`src/design/pwq_pkg.sv`:
```
// Shared types and codes for the priority waiting queue.
package pwq_pkg;

    localparam int unsigned ID_W     = 16;
    localparam int unsigned TYPE_W   = 8;
    localparam int unsigned LEVEL_W  = 2;
    localparam int unsigned STATUS_W = 3;
    localparam int unsigned FILL_W   = 5;

    localparam logic FUNC_INSERT = 1'b0;
    localparam logic FUNC_REMOVE = 1'b1;

    localparam logic [STATUS_W-1:0] ST_INSERTED  = 3'd0;
    localparam logic [STATUS_W-1:0] ST_DUPLICATE = 3'd1;
    localparam logic [STATUS_W-1:0] ST_REMOVED   = 3'd2;
    localparam logic [STATUS_W-1:0] ST_NOT_FOUND = 3'd3;
    localparam logic [STATUS_W-1:0] ST_FULL      = 3'd4;

    typedef struct packed {
        logic [ID_W-1:0]    id;
        logic [TYPE_W-1:0]  code;
        logic [LEVEL_W-1:0] level;
    } entry_t;

    typedef enum logic [4:0] {
        S_IDLE = 5'b00001,
        S_SCAN = 5'b00010,
        S_SHUP = 5'b00100,
        S_SHDN = 5'b01000,
        S_RESP = 5'b10000
    } state_t;

endpackage

```
`src/design/priority_waiting_queue.sv`:
```
// Priority waiting queue: sorted entry table in a memory, walked by a sequencer.
//
// Requests arrive on in_valid/in_ready with func, entry_id, type_code and level.
// func insert adds an entry after all entries of equal or higher level, unless
// one with the same id and type code is already held; func remove deletes the
// first entry with a matching id and closes the gap. Each request gives one
// result on out_valid/out_ready: status and the table fill after the request.
// One request is handled at a time; in_ready is high only while idle.
// Steps, with n entries held: insert scans all n entries, then moves the entries
// from its insert position p upwards one place up, top first, and writes the new
// entry at p; remove scans up to the first match at a, then moves the entries
// above a one place down. A duplicate ends the scan at its match; a miss or a
// full table skips the shift.
// Reset empties the table at once (no clearing pass). While the receiver
// stalls the result is held and no new request is taken.
module priority_waiting_queue #(
    parameter int unsigned QUEUE_DEPTH = 16
) (
    input  logic                          clk,
    input  logic                          rst_n,
    input  logic                          in_valid,
    output logic                          in_ready,
    input  logic                          func,
    input  logic [pwq_pkg::ID_W-1:0]      entry_id,
    input  logic [pwq_pkg::TYPE_W-1:0]    type_code,
    input  logic [pwq_pkg::LEVEL_W-1:0]   level,
    output logic                          out_valid,
    input  logic                          out_ready,
    output logic [pwq_pkg::STATUS_W-1:0]  status,
    output logic [pwq_pkg::FILL_W-1:0]    fill
);

    localparam int unsigned AW = (QUEUE_DEPTH > 1) ? $clog2(QUEUE_DEPTH) : 1;
    localparam int unsigned CW = $clog2(QUEUE_DEPTH + 1);
    localparam logic [CW-1:0] DEPTH_C = CW'(QUEUE_DEPTH);
    localparam logic [CW-1:0] ONE_C   = CW'(1);

    pwq_pkg::state_t state_reg, state_next;

    logic [CW-1:0] idx_reg, idx_next;
    logic [CW-1:0] cnt_reg, cnt_next;
    logic [CW-1:0] pend_idx_reg, pend_idx_next;
    logic [CW-1:0] pos_reg, pos_next;
    logic [CW-1:0] occ_reg, occ_next;
    logic          pend_reg, pend_next;
    logic          found_reg, found_next;
    logic [pwq_pkg::STATUS_W-1:0] status_reg, status_next;

    logic                         func_reg;
    logic [pwq_pkg::ID_W-1:0]     req_id_reg;
    logic [pwq_pkg::TYPE_W-1:0]   req_type_reg;
    logic [pwq_pkg::LEVEL_W-1:0]  req_level_reg;

    pwq_pkg::entry_t mem [QUEUE_DEPTH];
    pwq_pkg::entry_t rd_data_reg;
    pwq_pkg::entry_t wr_data;
    logic [AW-1:0]   rd_addr;
    logic [AW-1:0]   wr_addr;
    logic            wr_en;

    logic            accept;
    logic            issue_scan;
    logic            issue_shift;
    logic [CW-1:0]   ins_pos;

    assign in_ready  = (state_reg == pwq_pkg::S_IDLE);
    assign out_valid = (state_reg == pwq_pkg::S_RESP);
    assign status    = status_reg;
    assign fill      = pwq_pkg::FILL_W'(occ_reg);

    assign accept      = in_valid && in_ready;
    assign issue_scan  = (idx_reg < occ_reg);
    assign issue_shift = (cnt_reg != '0);
    assign rd_addr     = idx_reg[AW-1:0];
    assign ins_pos     = found_reg ? pos_reg : occ_reg;

    // Table memory: one write, one registered read per cycle.
    always_ff @(posedge clk)
    begin
        if (wr_en)
        begin
            mem[wr_addr] <= wr_data;
        end
        rd_data_reg <= mem[rd_addr];
    end

    // Request fields, captured on acceptance.
    always_ff @(posedge clk)
    begin
        if (accept)
        begin
            func_reg      <= func;
            req_id_reg    <= entry_id;
            req_type_reg  <= type_code;
            req_level_reg <= level;
        end
    end

    always_comb
    begin
        state_next    = state_reg;
        idx_next      = idx_reg;
        cnt_next      = cnt_reg;
        pend_next     = pend_reg;
        pend_idx_next = pend_idx_reg;
        found_next    = found_reg;
        pos_next      = pos_reg;
        occ_next      = occ_reg;
        status_next   = status_reg;
        wr_en         = 1'b0;
        wr_addr       = pend_idx_reg[AW-1:0];
        wr_data       = rd_data_reg;

        case (state_reg)
            pwq_pkg::S_IDLE:
            begin
                if (accept)
                begin
                    idx_next   = '0;
                    pend_next  = 1'b0;
                    found_next = 1'b0;
                    state_next = pwq_pkg::S_SCAN;
                end
            end

            pwq_pkg::S_SCAN:
            begin
                // Issue the next read while checking the entry read last cycle.
                pend_next     = issue_scan;
                pend_idx_next = idx_reg;
                if (issue_scan)
                begin
                    idx_next = idx_reg + ONE_C;
                end
                if (pend_reg)
                begin
                    if (func_reg == pwq_pkg::FUNC_INSERT)
                    begin
                        if (rd_data_reg.id == req_id_reg && rd_data_reg.code == req_type_reg)
                        begin
                            status_next = pwq_pkg::ST_DUPLICATE;
                            pend_next   = 1'b0;
                            state_next  = pwq_pkg::S_RESP;
                        end
                        else if (!found_reg && rd_data_reg.level < req_level_reg)
                        begin
                            found_next = 1'b1;
                            pos_next   = pend_idx_reg;
                        end
                    end
                    else if (rd_data_reg.id == req_id_reg)
                    begin
                        // Close the gap from the match upwards.
                        cnt_next   = occ_reg - ONE_C - pend_idx_reg;
                        idx_next   = pend_idx_reg + ONE_C;
                        pend_next  = 1'b0;
                        state_next = pwq_pkg::S_SHDN;
                    end
                end
                else if (!issue_scan)
                begin
                    if (func_reg == pwq_pkg::FUNC_INSERT)
                    begin
                        if (occ_reg >= DEPTH_C)
                        begin
                            status_next = pwq_pkg::ST_FULL;
                            state_next  = pwq_pkg::S_RESP;
                        end
                        else
                        begin
                            pos_next   = ins_pos;
                            cnt_next   = occ_reg - ins_pos;
                            idx_next   = occ_reg - ONE_C;
                            state_next = pwq_pkg::S_SHUP;
                        end
                    end
                    else
                    begin
                        status_next = pwq_pkg::ST_NOT_FOUND;
                        state_next  = pwq_pkg::S_RESP;
                    end
                end
            end

            pwq_pkg::S_SHUP:
            begin
                // Move entries one place up, top first, then drop the new one in.
                pend_next     = issue_shift;
                pend_idx_next = idx_reg;
                if (issue_shift)
                begin
                    idx_next = idx_reg - ONE_C;
                    cnt_next = cnt_reg - ONE_C;
                end
                if (pend_reg)
                begin
                    wr_en   = 1'b1;
                    wr_addr = AW'(pend_idx_reg + ONE_C);
                end
                else if (!issue_shift)
                begin
                    wr_en         = 1'b1;
                    wr_addr       = pos_reg[AW-1:0];
                    wr_data.id    = req_id_reg;
                    wr_data.code  = req_type_reg;
                    wr_data.level = req_level_reg;
                    occ_next      = occ_reg + ONE_C;
                    status_next   = pwq_pkg::ST_INSERTED;
                    state_next    = pwq_pkg::S_RESP;
                end
            end

            pwq_pkg::S_SHDN:
            begin
                pend_next     = issue_shift;
                pend_idx_next = idx_reg;
                if (issue_shift)
                begin
                    idx_next = idx_reg + ONE_C;
                    cnt_next = cnt_reg - ONE_C;
                end
                if (pend_reg)
                begin
                    wr_en   = 1'b1;
                    wr_addr = AW'(pend_idx_reg - ONE_C);
                end
                else if (!issue_shift)
                begin
                    occ_next    = occ_reg - ONE_C;
                    status_next = pwq_pkg::ST_REMOVED;
                    state_next  = pwq_pkg::S_RESP;
                end
            end

            pwq_pkg::S_RESP:
            begin
                if (out_ready)
                begin
                    state_next = pwq_pkg::S_IDLE;
                end
            end

            default:
            begin
                state_next = pwq_pkg::S_IDLE;
            end
        endcase
    end

    always_ff @(posedge clk or negedge rst_n)
    begin
        if (!rst_n)
        begin
            state_reg    <= pwq_pkg::S_IDLE;
            idx_reg      <= '0;
            cnt_reg      <= '0;
            pend_reg     <= 1'b0;
            pend_idx_reg <= '0;
            found_reg    <= 1'b0;
            pos_reg      <= '0;
            occ_reg      <= '0;
            status_reg   <= pwq_pkg::ST_INSERTED;
        end
        else
        begin
            state_reg    <= state_next;
            idx_reg      <= idx_next;
            cnt_reg      <= cnt_next;
            pend_reg     <= pend_next;
            pend_idx_reg <= pend_idx_next;
            found_reg    <= found_next;
            pos_reg      <= pos_next;
            occ_reg      <= occ_next;
            status_reg   <= status_next;
        end
    end

    a_occ_bound: assert property (@(posedge clk) disable iff (!rst_n)
        occ_reg <= DEPTH_C)
        else $error("occupancy beyond table depth");

    a_no_overlap: assert property (@(posedge clk) disable iff (!rst_n)
        !(in_ready && out_valid))
        else $error("request taken while a result is pending");

    a_fill_step: assert property (@(posedge clk) disable iff (!rst_n)
        (occ_reg != $past(occ_reg)) |-> $past(state_reg == pwq_pkg::S_SHUP
            || state_reg == pwq_pkg::S_SHDN))
        else $error("occupancy changed outside a shift");

    a_idle_no_write: assert property (@(posedge clk) disable iff (!rst_n)
        (in_ready || out_valid) |-> !wr_en)
        else $error("table written while idle or responding");

endmodule
```
`config.mk`:
```
export PLATFORM = sky130hd
export DESIGN_NAME = priority_waiting_queue
export DESIGN_NICKNAME = d
export VERILOG_FILES = /design/src/design/pwq_pkg.sv /design/src/design/priority_waiting_queue.sv
export SDC_FILE = /design/constraint.sdc
export NUM_CORES = 1
export LEC_CHECK = 0
export ABC_AREA = 1
export BUFFER_PORTS_ARGS = -buffer_cell sky130_fd_sc_hd__buf_2
export CORE_ASPECT_RATIO = 0.7
export CORE_UTILIZATION = 51
export DETAILED_ROUTE_END_ITERATION = 10
export PLACE_DENSITY_LB_ADDON = 0.1
export REMOVE_ABC_BUFFERS = 1
export SLEW_MARGIN = 10
export SYNTH_ARGS = -nofsm -noshare
export SYNTH_HDL_FRONTEND = slang
export SYNTH_SLANG_ARGS = --single-unit
```
`constraint.sdc`:
```
create_clock -name clk -period 5 [get_ports clk]
set_input_delay 0.75 -clock clk [delete_from_list [all_inputs] [get_ports clk]]
set_output_delay 0.75 -clock clk [all_outputs]
set_load 0.005 [all_outputs]
```
Word-level counts from Yosys, hierarchy flattened
Memory sizes are Yosys's and may differ from the RTL's. A register that Yosys moved wholly into a read port is not among the register bits. Index checks and enable logic that the tools add are counted. Widths: inputs -> output; s select.

Register bits: 62. Memory bits (writable): 416. Output and inout bits: 10. Logic and storage cells: 163. Memories: 1.

Add/sub/neg operators: 9. Order comparisons: 3. Eq/ne operators: 36. Muxes and demuxes: 79. Bitwise gates (word level): 1. Reductions and logical operators: 21.

Memories: mem (words 16, width 26, read ports 1, clocked after memory_dff 1, write ports 1, RTL line priority_waiting_queue.sv:54) `pwq_pkg::entry_t mem [QUEUE_DEPTH];`.

Operator list (count): $mux 5 (40); $mux 26 (3); $pmux 5 s4 (2); $mux 3 (10); $ne 2x2->1 const B (15); $ne 3x3->1 const B (7); $pmux 5 s2 (2); $eq 16x16->1 (1); $add 5x1->5 const B (3); $sub 5x1->5 const B (3); $mux 1 (14); $reduce_and 7->1 (2); $mux 4 (3); $ne 4x4->1 const B (3); $reduce_and 6->1 (2); $sub 5x5->5 (2); $pmux 3 s3 (1); $reduce_and 9->1 (1); $eq 8x8->1 (1); $ne 2x1->1 const B (4); $pmux 4 s2 (1); $reduce_bool 2->1 (3); $reduce_bool 3->1 (2); $eq 5x1->1 const B (1); other kinds (20) (23).

Logic depth before layout (Yosys ltp)
Gate-level depths: netlist (run 1).

Depth in word-level cells: 7. Depth in mapped cells: 17. Depth with buffers taken out: 17.

Worst setup path after synthesis (run 1)
No wires, ideal clock.

Path kind: register to register. Start point: reg pend_idx_reg[1]. End point: mem mem[9][0] in the netlist's numbering (enable). Setup time: 0.442 ns. Arrival time: 3.286 ns. Required time: 4.558 ns. Path slack: 1.272 ns. Stages on the path, launching flop included: 11. Buffers on the path: 0. Period minus slack after synthesis: 3.728 ns. Cells stage by stage: dfrtp_1 inv_1 ha_1 nor2_1 inv_1 o21ai_0 nand2_1 o21ai_1 nor2_1 nand2_1 nor3_1.

Longest elaborated chain between the ends: 3. Elaborated cells on any way between the ends: 6. Classes of those cells: add/sub (2); mux (4).

Ends and longest elaborated chain: start, declared (RTL line priority_waiting_queue.sv:42) `logic [CW-1:0] pend_idx_reg, pend_idx_next;`; start signal, assigned (RTL line priority_waiting_queue.sv:270) `pend_idx_reg <= pend_idx_next;`; $add 5x1->5, or another cell as far along (RTL line priority_waiting_queue.sv:198) `wr_addr = AW'(pend_idx_reg + ONE_C);`; $mux 4 (on tied branches) (RTL line priority_waiting_queue.sv:195, priority_waiting_queue.sv:222); $pmux 4 s2 (*) (RTL line priority_waiting_queue.sv:114) `case (state_reg)`; end, declared (RTL line priority_waiting_queue.sv:54).

Mark *: on every way between the ends. The rest lies on a longest branch, timed or not.

Worst setup path in the final report (run 1)
Start point: reg cnt_reg[0]. End point: mem mem[6][12] in the netlist's numbering (enable).

Longest elaborated chain between the ends: 6. Elaborated cells on any way between the ends: 9. Classes of those cells: mux (8); reduce/logical (1).

Ends and longest elaborated chain: start, declared (RTL line priority_waiting_queue.sv:41) `logic [CW-1:0] cnt_reg, cnt_next;`; start signal, assigned (RTL line priority_waiting_queue.sv:268) `cnt_reg <= cnt_next;`; $reduce_bool 5->1 (*) (RTL line priority_waiting_queue.sv:73) `assign issue_shift = (cnt_reg != '0);`; $mux 1 (RTL line priority_waiting_queue.sv:200) `else if (!issue_shift)`; $mux 1 (RTL line priority_waiting_queue.sv:195) `if (pend_reg)`; $pmux 1 s2 (RTL line priority_waiting_queue.sv:114); $mux 1 (RTL line priority_waiting_queue.sv:80) `if (wr_en)`; $mux 1 (implied by the code) (RTL line priority_waiting_queue.sv:82) `mem[wr_addr] <= wr_data;`.

Marks and branches as above.

==> results of run 1 <==
[stage by stage]
step | setup slack [ns] | instances | cell area [µm²] | util | hold WS, ns
floorplan | -1.823 | 1712 | 20940 | - | 0.4488
detailed placement | 1.933 | 2338 | 22280 | 0.5408 | 0.4733
CTS | 1.907 | 2426 | 23820 | 0.5782 | 0.3015
global placement | 2.024 | 2338 | 22280 | 0.5408 | 0.4697
finish | 1.888 | 2426 | 23820 | 0.5782 | 0.3052
global route | 1.666 | 2426 | 23820 | 0.5782 | 0.3330
[path summary, 6_finish.rpt]
path / start / to / slack [ns]
min in group clk: entry_id[12] / req_id_reg[12] / 0.35
setup / recovery: cnt_reg[0] / mem[6][12] / 1.89
hold reg to reg: status[2] / status[2] / 0.49
max in group asynchronous: rst_n / idx_reg[0] / 4.05
setup reg to reg: cnt_reg[0] / mem[6][12] / 1.89
hold / removal: rst_n / pos_reg[3] / 0.31
[kinds of logic (layout without fill, tap and decap cells)]
kind of cell	after synthesis	in the layout	synth area share
muxes	9	9	0.004743
buffers and inverters	195	261	0.03630
DFF	504	504	0.6880
xor gates and xnor gates	24	24	0.009837
AOI/OAI and AO/OA	442	442	0.1244
adders and majority gates	23	23	0.01417
and+or+nand+nor	619	619	0.1226
[routing by layer]
| metal | global-route usage | vias to the layer above |
|---|---|---|
| met3 | 0.05774 | 72 |
| met4 | 0.06379 | 0 |
| met2 | 0.3838 | 605 |
| li1 | - | 6646 |
| met5 | 0 | - |
| met1 | 0.4246 | 6965 |
[area by class of cell]
type / instances / area [µm²] / share of cell area
clock buffer: 66 / 1299 / 0.05453
inverter: 91 / 347.8 / 0.01460
timing repair buffer: 82 / 528.0 / 0.02217
tap: 544 / 680.7 / 0.02858
multi-input combinational: 1117 / 6010 / 0.2523
clock inverter: 22 / 242.7 / 0.01019
sequential: 504 / 14710 / 0.6176
[cells in the final DEF (no fill, tap or decap), types with 7 or more instances in the layout]
cell,instances
mux2_2,7
nor2_4,14
inv_1,75
nor2_1,254
o22ai_1,26
nand3_1,70
a21oi_1,22
nand4_1,13
clkbuf_1,15
o211ai_1,27
xor2_1,12
dfrtp_1,30
edfxtp_1,443
o21ai_0,262
buf_2,40
dfxtp_1,26
ha_1,21
buf_4,41
xnor2_1,12
inv_2,14
clkbuf_16,48
o221ai_1,79
o21ai_1,11
nand2_1,230
clkinv_1,9
[worst max-delay path, stage by stage, from the launching register on]
cell and delay [ns]:
dfrtp_1 0.39, inv_1 0.11, ha_1 0.17, nand3_2 0.18, inv_2 0.19, o211ai_1 0.10
nand3_1 0.12, o211ai_2 0.11, nand2_1 0.10, nand3_1 0.32, nor2_4 0.90
[power by group through the flow]
stage,logic (mW),clock network [mW],registers (mW)
finish,5.19,3.63,5.86
global route,5.71,3.83,5.90
CTS,5.13,3.69,5.85
detailed placement,5.10,0,5.94
global placement,5.05,0,5.92
floorplan,3.09,0,5.96
==> impl_metrics.tcl, run 1 <==
set metrics [dict create \
    status "completed" \
    drc 0 \
    max_freq_ghz 0.3214 \
    cts-htree-levels 2 \
    clkTransAtPathRegs_ns 0.07 \
    switchingPower_mw 5.669 \
    setup_viol 0 \
    core.rowCount 62 \
    period_minus_slack_ns 3.112 \
    area_growth_pct 11.46 \
    dr_wl_met3_um 5083 \
    cts_resized 0 \
    synthCells 1816 \
    drtAntennaViolNets 0 \
    drv_slew 0 \
    hold_buffers 0 \
    finalWeightedCongestion 0.9687 \
    gr-total-overflow 0 \
    synthTopCellsByCount "443 x edfxtp_1, 267 x nor2_1, 263 x o21ai_0, 230 x nand2_1, 79 x o221ai_1" \
    die_h_um 173.3 \
    largest_register_ffs 416 \
    synth_most_common_cell "edfxtp_1" \
    drtIter0Drc 1785 \
    end_kind "flop" \
    grt_first_pass_wirelength_um 85650 \
    die-area_mm2 0.04273 \
    crit_fanout 26 \
    cp.arrival_ns 3.29 \
    fin_total_pwr_mw 14.68 \
    cts_inserted_buffers 48 \
    finalSetupTns_ns 0 \
    seq_power_share 0.399 \
    fin_skew_ns 0.01916 \
    portBuffers 40 \
    synthTopCellsByArea "edfxtp_1 62%, o21ai_0 6.2%, nor2_1 4.7%" \
    grt.total_usage 0.2706 \
    cts_root_buffer "clkbuf_16" \
    grt_pass1_vias 13400 \
    post_cts_buffers 0 \
    hold_viol_final 0 \
    async_flop_share 0.06944 \
    drive_gt1_frac 0.1169 \
    swShare 0.3862 \
    post_drt_wl_per_cell_um 23.51 \
    worst_slew_pin_slew_ns 1.092 \
    wl_met1_um 26490 \
    fin_nets 1898 \
    timing.final.crit_share 0.6223 \
    synth_top_area_frac 0.6226 \
    drv_cap 0 \
    clock-sinks 504 \
    dpl.hpwl_um 34060 \
    syn_area_per_cell_um2 11.77 \
    power_density_mw_per_mm2 616.3 \
    synth_top_area_cell "edfxtp_1" \
    coreArea_mm2 0.04119 \
    rsz0062_at_grt "no" \
    num_io_pins 41 \
    synth_warnings 0 \
    met2_length_um 24320 \
    leakage_nw 8.497 \
    highest_layer "met4" \
    drt-total-wl_um 57030 \
    cts_tree "built" \
    relSlewSlack 0.2672 \
    worstSkewPairLatency_ns 0.57 \
    synth_enable_flop_cells 443 \
    pwr-share-clk 0.247 \
    hp-class "in2async" \
    fill_cells 3386 \
    yosysSeqAreaShare 0.6880 \
    p_comb_frac 0.354 \
    worstPathRequired_ns 5.18 \
    dieWidth_um 246.7 \
    n_antenna_cell 0 \
    drt-vias-per-instance 5.890 \
    worst-setup-path-type "reg2reg" \
    start_util 0.5187 \
    vdd_drop_max_mv 0.4168 \
    firstDrtPassIters 7 \
    crit_path_start_kind "flop" \
    synth_flop_cell "edfxtp_1" \
    grt_max_degree 86 \
    antenna_found_initial 0 \
    clk_path_buf_depth 3 \
    synthesis.area_mm2 0.02137 \
    rr_worst_depth 10 \
    vias 14290 \
    p_int_mw 9.009 \
    synthDistinctLibCells 52 \
    synth_seq_cells 504 \
]
(Power assumes the default switching activity.)
==> inputs of run 2 (changes only) <==
- clock period: 5 -> 2.65 ns (I/O delays scaled with it)
==> run 2 against run 1 <==
Against the previous run:
- power is 93% higher
- sequential power increased by 84%
- utilization is 2.3 points higher
==> impl_metrics.tcl, run 2 (synthesis results as in run 1) <==
set metrics [dict create \
    crit_start "state_reg[1]" \
    cts-htree-levels 2 \
    crit_path_start_kind "flop" \
    cts_inserted_buffers 48 \
    drv_cap 0 \
    n_antenna_cell 0 \
    gr-total-overflow 0 \
    worst-r2r-setup-slack_ns 0.03 \
    worst-setup-path-type "reg2reg" \
    cp.arrival_ns 2.91 \
    setup_viol 0 \
    clk_path_buf_depth 3 \
    rsz0062_at_grt "yes" \
    die_h_um 173.3 \
    area_growth_pct 15.99 \
    drt-vias-per-instance 5.938 \
    worst_slew_pin_slew_ns 0.8984 \
    fin_skew_ns 0.04060 \
    drc 0 \
    worstSkewPairLatency_ns 0.59 \
    leakage_nw 8.939 \
    start_util 0.5187 \
    grt.total_usage 0.2752 \
    fin_total_pwr_mw 28.37 \
    relSlewSlack 0.4010 \
    worstPathRequired_ns 2.94 \
    die-area_mm2 0.04273 \
    grt_first_pass_wirelength_um 87920 \
    timing.rr.end "mem[2][4]" \
    period_minus_slack_ns 2.618 \
    hold_viol_final 0 \
    end_kind "flop" \
    cts_root_buffer "clkbuf_16" \
    coreArea_mm2 0.04119 \
    post_drt_wl_per_cell_um 22.94 \
    drive_gt1_frac 0.1374 \
    clock-sinks 504 \
    fin_nets 1967 \
    grt_pass1_vias 14200 \
    portBuffers 40 \
    r2r_start "state_reg[1]" \
    final_common_cell "edfxtp_1" \
    dieWidth_um 246.7 \
    largest_register_ffs 416 \
    cts_tree "built" \
    power_density_mw_per_mm2 1145 \
    drtAntennaViolNets 0 \
    final_cell_mix "443 x edfxtp_1, 260 x o21ai_0, 254 x nor2_1" \
    grt_max_degree 114 \
    dpl.hpwl_um 34480 \
    drtIter0Drc 1528 \
    cp-endpoint "mem[2][4]" \
    finalWeightedCongestion 0.9101 \
    status "completed" \
    clkTransAtPathRegs_ns 0.06 \
    whs_ns 0.01887 \
    worst_slack_ns 0.03155 \
    finalSetupTns_ns 0 \
    hp-class "in2reg" \
    firstDrtPassIters 5 \
    timing.final.crit_share 0.9881 \
    place_ws_ns 0.05931 \
    core.rowCount 62 \
    crit_fanout 15 \
    antenna_found_initial 0 \
    drv_slew 0 \
    drt-total-wl_um 57220 \
    max_freq_ghz 0.3819 \
    vdd_drop_max_mv 0.8025 \
    vias 14820 \
    rr_worst_depth 8 \
    num_io_pins 41 \
]
-- run 2: metal layers --
layer / vias to the layer above / part of all wire / GRT usage
met4: 0 / 0.022 / 0.06944
li1: 6797 / - / -
met2: 609 / 0.43 / 0.3889
met1: 7324 / 0.46 / 0.4306
met5: - / 0 / 0
met3: 85 / 0.091 / 0.05929
-- run 2: critical path, stage by stage, from the launching register on --
cell and delay [ns]:
dfrtp_1 0.46, nor2_4 0.17, nand4_4 0.22, nand2_4 0.23, inv_2 0.15, o22ai_2 0.20, nand3_1 0.37, nor2_4 0.26
buf_4 0.24
-- run 2: power breakdown --
part,internal [mW],switching (mW)
clock network,4.20,2.96
logic,3.21,7.23
registers,10.3,0.500
total,17.7,10.7
-- run 2: how the worst min path moves through the flow --
stage	from	endpoint	cells after the start
finish	level[0]	req_level_reg[0]	1
global route	level[0]	req_level_reg[0]	1
CTS	entry_id[4]	req_id_reg[4]	1
detailed placement	cnt_reg[4]	cnt_reg[4]	2
global placement	cnt_reg[4]	cnt_reg[4]	2
floorplan	rst_n	cnt_reg[0]	0
-- run 2: repair_timing --
| item | 4_1_cts | 5_1_grt |
|---|---|---|
| hold buffers | 24 | 1 |
| endpoints found under the setup margin | 0 | 299 |
| endpoints found under the hold margin | 57 | 1 |
| setup buffers | 0 | 0 |
| resized for setup | 0 | 4 |
-- run 2: area by class of cell --
| cell class | instances | area, µm² |
|---|---|---|
| clock buffer | 57 | 1266 |
| clock inverter | 31 | 372.9 |
| fill | 3244 | 16410 |
| inverter | 91 | 347.8 |
| multi-input combinational | 1117 | 6010 |
| sequential | 504 | 14710 |
| tap | 544 | 680.7 |
| timing repair buffer | 151 | 1396 |
-- run 2: per-stage QoR --
step / cells / util / cell area (µm²)
final: 2495 / 0.6017 / 24790
after floorplan: 1712 / - / 20940
after detailed placement: 2382 / 0.5558 / 22890
after CTS: 2494 / 0.6014 / 24770
after global routing: 2495 / 0.6017 / 24790
after global placement: 2382 / 0.5558 / 22890
==> inputs of run 3 (changes only) <==
- ABC_AREA: 1 -> 0
==> run 3 against run 2 <==
Against the previous run:
- the run now ends with setup timing left
- worst setup slack got worse by 0.12 ns
- critical path depth increased by 4
- first-iteration DRC count decreased by 22%
- power decreased by 12%
- design area increased by 1.1%
- critical endpoint is now mem[9][14]
- largest cell class unchanged
- largest power group unchanged
==> impl_metrics.tcl, run 3 <==
set metrics [dict create \
    status "complete, but fails checks" \
    violations "setup timing" \
    grt.total_usage 0.2372 \
    clkTransAtPathRegs_ns 0.07 \
    vias 11000 \
    fin_skew_ns 0.01532 \
    seq_power_share 0.426 \
    cts_inserted_buffers 46 \
    drtAntennaViolNets 0 \
    period_minus_slack_ns 2.738 \
    synthTopCellsByArea "edfxtp_1 64%, mux4_2 14%, dfrtp_1 4.1%" \
    fin_nets 1358 \
    synth_flop_cell "edfxtp_1" \
    num_io_pins 41 \
    drt-total-wl_um 48420 \
    async_flop_share 0.06944 \
    synth_seq_cells 504 \
    crit_chain "inv_2 > ha_4 > or4b_4 > nor3_4 > o22a_1 > nor2_2 > a221oi_2 > nand2_1 > buf_6 > nor2_4 > buf_6 > clkbuf_16" \
    drt-vias-per-instance 5.868 \
    finalWeightedCongestion 0.8951 \
    worst_slew_pin_slew_ns 0.8800 \
    worst-setup-path-type "reg2reg" \
    vdd_drop_max_mv 0.6304 \
    end_kind "flop" \
    cp.arrival_ns 3.02 \
    synth_most_common_cell "edfxtp_1" \
    clock-sinks 504 \
    largest_register_ffs 416 \
    fin_total_pwr_mw 24.88 \
    antenna_found_initial 0 \
    multi_input_area_mm2 0.005862 \
    portBuffers 40 \
    fin_util 0.6292 \
    die_h_um 170.6 \
    leakage_nw 8.350 \
    rsz0062_at_grt "yes" \
    start_util 0.5196 \
    drtIter0Drc 1198 \
    crit_path_start_kind "flop" \
    synth_warnings 0 \
    drv_slew 0 \
    post_drt_wl_per_cell_um 25.84 \
    crit_fanout 6 \
    fill_cells 2796 \
    drv_cap 0 \
    synth_top_area_cell "edfxtp_1" \
    synthDistinctLibCells 68 \
    cts_root_buffer "clkbuf_16" \
    cpMaxStageDelayCell "or4b_4" \
    synth_top_area_frac 0.6426 \
    grt_first_pass_wirelength_um 70990 \
    drc 0 \
    seqCellArea_mm2 0.01471 \
    pwr-share-clk 0.289 \
    core.rowCount 61 \
    coreArea_mm2 0.03984 \
    yosysSeqAreaShare 0.7102 \
    p_comb_frac 0.285 \
    drive_gt1_frac 0.3383 \
    power_density_mw_per_mm2 992.3 \
    final_common_cell "edfxtp_1" \
    synthCells 1111 \
    hold_viol_final 0 \
    grt_pass1_vias 10970 \
    timing.final.crit_share 1.033 \
    setup_viol 225 \
    worstPathRequired_ns 2.93 \
    synthTopCellsByCount "443 x edfxtp_1, 130 x mux4_2, 54 x nand2_1, 47 x nor2_1, 34 x dfrtp_1" \
    area_growth_pct 21.11 \
    swShare 0.2955 \
    n_antenna_cell 0 \
    worst_slack_ns -0.08787 \
    switchingPower_mw 7.351 \
    relSlewSlack 0.4133 \
    grt_max_degree 90 \
    hp-class "in2reg" \
    dpl.hpwl_um 30050 \
    synthesis.area_mm2 0.02070 \
    max_freq_ghz 0.3652 \
    crit_path_max_incr_delay_ns 0.51 \
    dieWidth_um 242.8 \
    final_cell_mix "443 x edfxtp_1, 130 x mux4_2, 81 x buf_4" \
    gr-total-overflow 0 \
    worstSkewPairLatency_ns 0.57 \
    synth_enable_flop_cells 443 \
    firstDrtPassIters 5 \
    die-area_mm2 0.04141 \
    p_int_mw 17.53 \
    clk_path_buf_depth 3 \
    cts_tree "built" \
    cts-htree-levels 2 \
    critPathMostFrequentCell "buf_6" \
    syn_area_per_cell_um2 18.63 \
]
[run 3: changes by cell type in the layout (fill, tap and decap cells not counted), sizes merged, moves of 24 or more]
cell	previous run	this run
nand3	74	11
mux4	0	130
nor2	272	47
inv	92	30
o21ai	275	39
o221ai	79	3
buf	126	171
nand2	238	55
o211ai	29	5
[run 3: worst paths after layout]
kind	cells past startpoint	end	slack (ns)	start
setup / recovery	12	mem[9][14]	-0.09	cnt_reg[0]
hold / removal	1	req_type_reg[0]	0.02	type_code[0]
setup reg to reg	12	mem[9][14]	-0.09	cnt_reg[0]
hold reg to reg	1	status[1]	0.48	status[1]
max in group asynchronous	2	idx_reg[0]	1.50	rst_n
min in group asynchronous	2	cnt_reg[4]	0.50	rst_n
[run 3: area by class of cell]
class | instances | share of cell area
repair buffers | 198 | 0.08275
clock buffers | 61 | 0.05176
inverters | 29 | 0.004342
clock inverters | 22 | 0.01383
well taps | 535 | 0.02670
flip-flops and latches | 504 | 0.5868
multi-input cells | 525 | 0.2338
[run 3: routing by layer]
metal / global-route usage / vias to the layer above / share of wire
met1: 0.3425 / 5687 / 0.44
met5: 0 / - / 0
met3: 0.04596 / 69 / 0.063
li1: - / 4858 / -
met4: 0.06098 / 0 / 0.021
met2: 0.3750 / 382 / 0.47
[run 3: power groups by stage]
| stage | clock (mW) | sequential (mW) | combinational (mW) |
|---|---|---|---|
| after floorplan | 0 | 11.2 | 4.00 |
| after global placement | 0 | 10.7 | 6.84 |
| after detailed placement | 0 | 10.7 | 6.94 |
| after CTS | 7.30 | 10.6 | 7.09 |
| after global routing | 7.58 | 10.7 | 7.62 |
| final | 7.18 | 10.6 | 7.09 |
[run 3: cells by family (layout without fill, tap and decap cells)]
| logic type | count (synthesis) | after routing | share of synthesized area |
|---|---|---|---|
| multiplexers | 168 | 168 | 0.1616 |
| XOR/XNOR | 48 | 48 | 0.02031 |
| AO/OA/AOI/OAI | 126 | 126 | 0.04062 |
| flip-flops | 504 | 504 | 0.7102 |
| buffers and inverters | 82 | 310 | 0.01596 |
| adder cells (fa/ha/maj) | 23 | 23 | 0.01463 |
| AND/OR/NAND/NOR | 160 | 160 | 0.03669 |
[run 3: what timing repair did]
action | 4_1_cts | 5_1_grt
hold buffers | 21 | 1
setup buffers | 8 | 4
pin swaps | 3 | 5
hold endpoints to repair | 54 | 1
setup endpoints to repair | 688 | 505
gates cloned | 3 | 5
resized for setup | 24 | 12
[run 3: critical path: cells and delay by family (launching register included)]
kind	cells	cell delay (ns)
AOI/OAI and AO/OA	2	0.39
adders and majority gates	1	0.13
buffers and inverters	4	0.54
DFF	1	0.39
and+or+nand+nor	5	1.00
[run 3: stage by stage]
step	hold WS (ns)	instances	setup WS (ns)	instance area [µm²]	setup TNS, ns
6_report	0.02437	1874	-0.08787	25070	-7.551
5_1_grt	0.002754	1874	-0.2096	25070	-53.06
4_1_cts	0.0005578	1867	-0.06128	24920	-4.054
3_5_place_dp	0.4744	1752	-0.2668	22850	-86.41
3_3_place_gp	0.4681	1752	-0.1963	22850	-55.16
2_1_floorplan	0.1019	1058	-3.162	20480	-550.19
